--- src/rtl/longest_common_subsequence_core_macros.svh ---
// Assertion macros used by the LCS controller RTL.
`ifndef LONGEST_COMMON_SUBSEQUENCE_CORE_MACROS_SVH
`define LONGEST_COMMON_SUBSEQUENCE_CORE_MACROS_SVH

// Same-cycle implication, clocked on clk, off during reset.
`define LCS_ASSERT_NOW(label, ante, cons, msg) \
  label: assert property (@(posedge clk) disable iff (!rst_n) (ante) |-> (cons)) \
    else $error(msg);

// Next-cycle implication, clocked on clk, off during reset.
`define LCS_ASSERT_NEXT(label, ante, cons, msg) \
  label: assert property (@(posedge clk) disable iff (!rst_n) (ante) |=> (cons)) \
    else $error(msg);

`endif

--- src/rtl/lcs_pkg.sv ---
// Shared types and request codes for the LCS core.
`default_nettype none
package lcs_pkg;

  localparam int LEN_W  = 7;
  localparam int DATA_W = 32;

  typedef enum logic [1:0] {
    REQ_LOAD_A = 2'd0,
    REQ_LOAD_B = 2'd1,
    REQ_RUN    = 2'd2,
    REQ_NONE   = 2'd3
  } req_t;

  typedef struct packed {
    logic load_a;
    logic load_b;
    logic run_init;
    logic fill_wr;
    logic tb_ev;
    logic em_next;
    logic clear;
  } cmd_t;

  typedef struct packed {
    logic run_empty;
    logic row_end;
    logic last_row;
    logic tb_end;
    logic trace_empty;
    logic emit_last;
  } sts_t;

endpackage
`default_nettype wire

--- src/rtl/lcs_ctrl.sv ---
// LCS controller: load, table fill, traceback and emit sequencing.
`default_nettype none
`include "longest_common_subsequence_core_macros.svh"
module lcs_ctrl (
  input  wire logic           clk,
  input  wire logic           rst_n,
  input  wire logic           in_tvalid,
  output logic                in_tready,
  input  wire lcs_pkg::req_t  in_req,
  output logic                out_tvalid,
  input  wire logic           out_tready,
  input  wire logic           out_last,
  input  wire lcs_pkg::sts_t  sts,
  output lcs_pkg::cmd_t       cmd
);
  import lcs_pkg::*;

  typedef enum logic [6:0] {
    S_IDLE    = 7'b0000001,
    S_FILL_RD = 7'b0000010,
    S_FILL_WR = 7'b0000100,
    S_TB_RD   = 7'b0001000,
    S_TB_EV   = 7'b0010000,
    S_EM_RD   = 7'b0100000,
    S_EM_OUT  = 7'b1000000
  } state_t;

  state_t state_r, state_nxt;
  logic   in_acc;

  always_ff @(posedge clk) begin
    if (!rst_n) state_r <= S_IDLE;
    else        state_r <= state_nxt;
  end

  always_comb begin
    state_nxt  = state_r;
    cmd        = '0;
    in_tready  = (state_r == S_IDLE);
    out_tvalid = (state_r == S_EM_OUT);
    in_acc     = in_tvalid && in_tready;
    unique case (state_r)
      S_IDLE: begin
        if (in_acc) begin
          unique case (in_req)
            REQ_LOAD_A: cmd.load_a = 1'b1;
            REQ_LOAD_B: cmd.load_b = 1'b1;
            REQ_RUN: begin
              cmd.run_init = 1'b1;
              state_nxt    = sts.run_empty ? S_EM_OUT : S_FILL_RD;
            end
            default: ;
          endcase
        end
      end
      S_FILL_RD: state_nxt = S_FILL_WR;
      S_FILL_WR: begin
        cmd.fill_wr = 1'b1;
        state_nxt   = (sts.row_end && sts.last_row) ? S_TB_RD : S_FILL_RD;
      end
      S_TB_RD: begin
        if (sts.tb_end) state_nxt = sts.trace_empty ? S_EM_OUT : S_EM_RD;
        else            state_nxt = S_TB_EV;
      end
      S_TB_EV: begin
        cmd.tb_ev = 1'b1;
        state_nxt = S_TB_RD;
      end
      S_EM_RD: state_nxt = S_EM_OUT;
      S_EM_OUT: begin
        if (out_tready) begin
          if (out_last) begin
            cmd.clear = 1'b1;
            state_nxt = S_IDLE;
          end else begin
            cmd.em_next = 1'b1;
            state_nxt   = S_EM_RD;
          end
        end
      end
      default: state_nxt = S_IDLE;
    endcase
  end

  `LCS_ASSERT_NOW(a_no_overlap, out_tvalid, !in_tready, "input taken while emitting")
  `LCS_ASSERT_NEXT(a_run_busy, in_tvalid && in_tready && in_req == REQ_RUN, !in_tready, "run did not stall input")
  `LCS_ASSERT_NEXT(a_back_idle, out_tvalid && out_tready && out_last, in_tready, "no return to idle after last item")

endmodule
`default_nettype wire

--- config.mk ---
export PLATFORM = sky130hd
export DESIGN_NAME = lcs_ctrl
export DESIGN_NICKNAME = d
export VERILOG_FILES = /design/src/rtl/lcs_pkg.sv /design/src/rtl/lcs_ctrl.sv
export VERILOG_INCLUDE_DIRS = /design/src /design/src/rtl
export SDC_FILE = /design/constraint.sdc
export NUM_CORES = 1
export LEC_CHECK = 0
export BUFFER_PORTS_ARGS = -buffer_cell sky130_fd_sc_hd__clkbuf_2
export CORE_MARGIN = 1.5
export CORE_UTILIZATION = 41
export CTS_CLUSTER_SIZE = 8
export DETAILED_ROUTE_END_ITERATION = 7
export PLACE_DENSITY = 0.79
export SLEW_MARGIN = 20
export SYNTH_ARGS = -nofsm -noshare
export SYNTH_HDL_FRONTEND = slang
export SYNTH_SLANG_ARGS = --single-unit
--- constraint.sdc ---
create_clock -name clk -period 1.7 [get_ports clk]
set_input_delay 0.085 -clock clk [delete_from_list [all_inputs] [get_ports clk]]
set_output_delay 0.085 -clock clk [all_outputs]
set_load 0.02 [all_outputs]
==> results of run 1 <==
-- critical path, stage by stage, from the launching register on --
cell and delay (ns):
dfxtp_1 0.32, buf_4 0.16, nor4_4 0.29, nand2_2 0.12, inv_2 0.09, and4b_1 0.20
buf_4 0.14
-- final timing paths --
check	slack [ns]	depth (start not counted)	end	start
worst max-delay path	0.03	6	cmd[5]	state_r[6]$_SDFFE_PN0P_
worst min-delay path	0.02	2	state_r[4]$_SDFFE_PN0P_	sts[2]
worst max register to register	0.11	4	state_r[1]$_SDFFE_PN0P_	state_r[5]$_SDFFE_PN0P_
worst min register to register	0.60	2	state_r[3]$_SDFFE_PN0P_	state_r[3]$_SDFFE_PN0P_
-- logic make-up (layout without fill, tap and decap cells) --
logic type,after synthesis,count (layout),synth area share
flip-flops,7,7,0.2569
AND/OR/NAND/NOR,42,42,0.5298
AO/OA/AOI/OAI,11,11,0.1445
buffers and inverters,7,35,0.05274
XOR/XNOR,1,1,0.01606
-- cell usage after synthesis (2+ instances only) --
master	count
inv_1	3
nor3_1	3
nor4_1	4
a211oi_1	2
nand2_1	6
nor3b_1	2
nand2b_1	5
or4b_1	2
nor2_1	3
dfxtp_1	7
buf_2	2
nor4b_1	2
nor3_2	2
or3_1	3
-- repair_timing --
item                                    CTS  global route
setup buffers                             1             0
endpoints found under the setup margin    4             8
pin swaps                                 1             3
gates resized for setup                   7            13
-- per-stage QoR --
stage / power (mW) / util / area, um^2
3_5_place_dp: 0.5139 / 0.5983 / 700.7
5_1_grt: 0.7905 / 0.6752 / 790.8
3_3_place_gp: 0.5058 / 0.5983 / 700.7
6_report: 0.7383 / 0.6752 / 790.8
4_1_cts: 0.7188 / 0.6549 / 767.0
2_1_floorplan: 0.4333 / - / 551.8
-- layout make-up --
cell class | count | area, um^2
clock buffer | 4 | 26.28
fill | 107 | 380.4
inverter | 4 | 15.01
multi-input combinational | 54 | 421.7
sequential | 7 | 146.4
tap | 14 | 17.52
timing repair buffer | 27 | 163.9
-- power groups by stage --
| stage | Combinational [mW] | Sequential (mW) | Clock [mW] |
|---|---|---|---|
| after detailed placement | 0.302 | 0.211 | 0 |
| after CTS | 0.343 | 0.209 | 0.167 |
| after global routing | 0.396 | 0.216 | 0.178 |
| after floorplan | 0.241 | 0.192 | 0 |
| final | 0.359 | 0.213 | 0.167 |
| after global placement | 0.296 | 0.210 | 0 |
-- routing by layer --
layer	track usage	vias to the layer above	wire, um
met5	0	-	0
met3	0.08523	7	88
met2	0.4057	22	745
met4	0.1552	0	46
met1	0.3014	284	680
li1	-	319	-
==> results.yml, run 1 <==
logic_synthesis:
  synth.distinct_cells: 36
  synthArstFlopShare: 0
  synth_edf_count: 0
  avgSynthCellArea_um2: 8.022
  synth.top_cell.area_share: 0.2569
  synth.top_cells.by_area: "dfxtp_1, nand2b_1, nor4_1"
  seq_area_frac_synth: 0.2569
  synth_ff_type: "dfxtp_1"
  netlist_instances: 68
  yosys_register_bits: 7
  synth_top_area_cell: "dfxtp_1"
  synth_area_um2: 545.5
  syn_nets: 81
  yosys_warnings: 0
timing:
  max_freq_mhz: 599.7
  finalSetupViolations: 0
  skew_ns: 0.0007929
  hold-worst-slack_ns: 0.01838
  worstMarginPinSlew_ns: 0.4832
  timing.final.ws_setup_ns: 0.03247
  finalCritPeriodShare: 0.9809
  final.min_clock_period_ns: 1.668
  hold_violations: 0
  drv_slew: 0
  setup_tns_ns: 0
  relSlewSlack: 0.6696
  rsz0062_at_grt: "yes"
critical_path:
  end_kind: "output pin"
  critPathLaunchType: "flip-flop"
  arrival_ns: 1.58
  crit_type: "reg -> out"
  critPathRequiredTime_ns: 1.62
  worstPathMaxFanout: 6
pwr:
  combPwrFrac: 0.487
  swShare: 0.4076
  power.density_mw_per_mm2: 933.6
  peakVddDrop_mv: 0.6114
  power_frac_seq: 0.288
  pwr-share-clk: 0.226
  netSwitchingPower_uw: 300.9
  p_int_uw: 437.4
  power.leakage_nw: 0.3280
layout:
  largest_reg_flops: 7
  final_common_cell: "clkbuf_2"
  reg_top3: "state_r: 7 flops"
  num_antenna_cells: 0
  final_nets: 110
  area_growth_syn_to_layout_pct: 44.95
  layout.cells.non_filler: 110
  layout.cells.most_common_list: "clkbuf_2, buf_4, nand2b_1, nand2_1, dfxtp_1"
  drive_gt1_frac: 0.4792
  regMostFlops: "state_r"
clocking:
  h-tree-depth: 1
  cts.sinks: 7
  cts_tree: "built"
  path_clk_slew_ns: 0.06
  cts_root_buf: "clkbuf_4"
  hold_buffers: 0
  insertion_delay_ns: 0.26
  cts.path.max_buffers: 2
  numCtsBuffers: 3
drt:
  drtIter0Drc: 16
  wl_per_cell_um: 14.19
  drt_wl_total_um: 1561
  drc_errors: 0
  avgViaCountPerCell: 5.745
  vias: 632
  first_pass_iters: 4
  final_antenna_net_count: 0
global_route:
  gr-total-overflow: 0
  antenna_found_initial: 0
  grt_pass1_wl_um: 2532
  grt_max_degree: 10
  grt_pass1_vias: 560
  track_usage: 0.2594
place:
  place_ws_ns: 0.08436
  hpwl_um: 1133
  dp.cells: 105
  place_congestion: 0.8419
  numPortBuffers: 20
floorplan:
  ios: 22
  die_h_um: 39.48
  initial_core_util: 0.4658
  row_count: 12
  core_mm2: 0.001171
  die_w_um: 39.48
  dieArea_mm2: 0.001558
hold_path:
  hold_class: "in -> reg"
status:
  status: "completed"
run:
  maxCapViolCount: 0
Note: power is estimated with default switching activity, not from simulation.
==> inputs of run 2 (changes only) <==
--- a/config.mk
+++ b/config.mk
@@ -7,8 +7,10 @@
 export NUM_CORES = 1
 export LEC_CHECK = 0
 export BUFFER_PORTS_ARGS = -buffer_cell sky130_fd_sc_hd__clkbuf_2
+export CELL_PAD_IN_SITES_DETAIL_PLACEMENT = 1
+export CELL_PAD_IN_SITES_GLOBAL_PLACEMENT = 1
 export CORE_MARGIN = 1.5
-export CORE_UTILIZATION = 41
+export CORE_UTILIZATION = 29
 export CTS_CLUSTER_SIZE = 8
 export DETAILED_ROUTE_END_ITERATION = 7
 export PLACE_DENSITY = 0.79
@@ -16,3 +18,4 @@
 export SYNTH_ARGS = -nofsm -noshare
 export SYNTH_HDL_FRONTEND = slang
 export SYNTH_SLANG_ARGS = --single-unit
+export TNS_END_PERCENT = 50
==> run 2 against run 1 <==
Effect of this change:
- clock skew grew 0.0065 ns
- critical path depth decreased by 2
- sequential share of layout area shrank 1.2 points
- combinational power grew 27%
- count of clock-buffer cells in the layout unchanged
- critical path type unchanged
==> results.yml, run 2 (synthesis gave the netlist of run 1 again) <==
status:
  status: "completed"
clocking:
  insertion_delay_ns: 0.26
  cts.sinks: 7
  path_clk_slew_ns: 0.06
  cts_tree: "built"
  hold_buffers: 0
  numCtsBuffers: 3
  cts_root_buf: "clkbuf_4"
  h-tree-depth: 1
  cts.path.max_buffers: 2
critical_path:
  worstSetupPathDepth: 4
  reg2reg_depth: 4
  crit_type: "reg -> out"
  arrival_ns: 1.61
  r2r_slack_ns: 0.02
  critPathRequiredTime_ns: 1.62
  critPathLaunchType: "flip-flop"
  path_cells: "buf_4 > or4_4 > nor3_4 > buf_4"
  crit_top_cell: "buf_4"
  worstPathMaxFanout: 8
  rr_startpoint: "state_r[5]$_SDFFE_PN0P_"
  slowest_delay_ns: 0.45
  reg2reg_to: "state_r[1]$_SDFFE_PN0P_"
  end_kind: "output pin"
  crit_slowest_cell: "or4_4"
  critPathTopFamily: "simple AND/OR/NAND/NOR gates"
  path_buf_inv: 2
pwr:
  fin_total_pwr_uw: 824.3
  power.density_mw_per_mm2: 959.0
  power.leakage_nw: 0.3558
  peakVddDrop_mv: 0.3899
drt:
  vias: 678
  wl_per_cell_um: 15.69
  final_antenna_net_count: 0
  drtIter0Drc: 15
  first_pass_iters: 4
  drc_errors: 0
  avgViaCountPerCell: 5.468
  drt_wl_total_um: 1946
layout:
  reg_top3: "state_r: 7 flops"
  layout.cells.non_filler: 124
  largest_reg_flops: 7
  num_antenna_cells: 0
  num-fill-cells: 227
  drive_gt1_frac: 0.5354
  regMostFlops: "state_r"
  final_util: 0.4925
  area_growth_syn_to_layout_pct: 57.57
  final_nets: 113
  layout.cells.most_common_list: "clkbuf_2, buf_4, nand2b_1, nand2_1"
  final_common_cell: "clkbuf_2"
timing:
  finalCritPeriodShare: 0.9985
  finalSetupViolations: 0
  worstMarginPinSlew_ns: 0.5549
  relSlewSlack: 0.6205
  timing.final.ws_setup_ns: 0.002583
  final.min_clock_period_ns: 1.697
  drv_slew: 0
  hold_violations: 0
  setup_tns_ns: 0
  rsz0062_at_grt: "yes"
  max_freq_mhz: 589.1
  skew_ns: 0.007272
floorplan:
  ios: 22
  dieArea_mm2: 0.002150
  die_w_um: 46.37
  row_count: 15
  core_mm2: 0.001745
  initial_core_util: 0.3125
  die_h_um: 46.37
global_route:
  gr-total-overflow: 0
  antenna_found_initial: 0
  grt_pass1_wl_um: 2891
  grt_pass1_vias: 664
  track_usage: 0.1979
  grt_max_degree: 10
place:
  dp.cells: 118
  hpwl_um: 1354
  numPortBuffers: 20
  place_congestion: 0.8023
  place_ws_ns: 0.04606
run:
  maxCapViolCount: 0
hold_path:
  whs_endpoint: "state_r[4]$_SDFFE_PN0P_"
  min_from: "sts[2]"
  hold_path_depth: 2
  hold_class: "in -> reg"
[run 2: worst max-delay path by stage]
stage | to | slack [ns] | startpoint
2_1_floorplan | state_r[0]$_SDFFE_PN1P_ | 0.02 | state_r[3]$_SDFFE_PN0P_
3_3_place_gp | state_r[1]$_SDFFE_PN0P_ | 0.09 | state_r[5]$_SDFFE_PN0P_
3_5_place_dp | state_r[1]$_SDFFE_PN0P_ | 0.05 | state_r[5]$_SDFFE_PN0P_
4_1_cts | state_r[1]$_SDFFE_PN0P_ | -0.02 | state_r[5]$_SDFFE_PN0P_
5_1_grt | cmd[5] | -0.04 | state_r[6]$_SDFFE_PN0P_
6_report | cmd[2] | 0.003 | state_r[0]$_SDFFE_PN1P_
[run 2: per-layer routing]
layer,vias to the layer above,global-route usage,wire length [um]
met5,-,0,0
met4,0,0.08571,23
met3,4,0.05490,71
met2,20,0.3361,989
met1,329,0.2290,862
li1,325,-,-
[run 2: power by group]
group          switching (mW)  internal [mW]  leakage [nW]
clock network          0.0703         0.0902        0.0150
registers              0.0210          0.188        0.0587
logic                   0.241          0.214         0.282
total                   0.332          0.492         0.356
[run 2: layout make-up]
class,instances,area (um^2),share of cell area
well taps,25,31.28,0.03639
multi-input cells,54,441.7,0.5138
inverters,4,15.01,0.01747
clock buffers,4,26.28,0.03057
flip-flops and latches,7,148.9,0.1732
repair buffers,30,196.4,0.2285
[run 2: repair_timing]
item | CTS | global route
buffers inserted | 1 | 2
resized for setup | 11 | 17
pin swaps | 3 | 5
endpoints found under the setup margin | 5 | 9
[run 2: worst reg2reg max path, stage by stage, from the launching register on]
cell	delay [ns]
dfxtp_2	0.38
or2_4	0.28
or3_1	0.35
or3_1	0.40
nor3_2	0.18
[run 2: through the flow]
stage	instance area, um^2	hold slack [ns]
3_3_place_gp	729.5	0.2846
6_report	859.6	0.01852
5_1_grt	859.6	0.01669
2_1_floorplan	551.8	0.1618
4_1_cts	794.5	0.01327
3_5_place_dp	729.5	0.2901
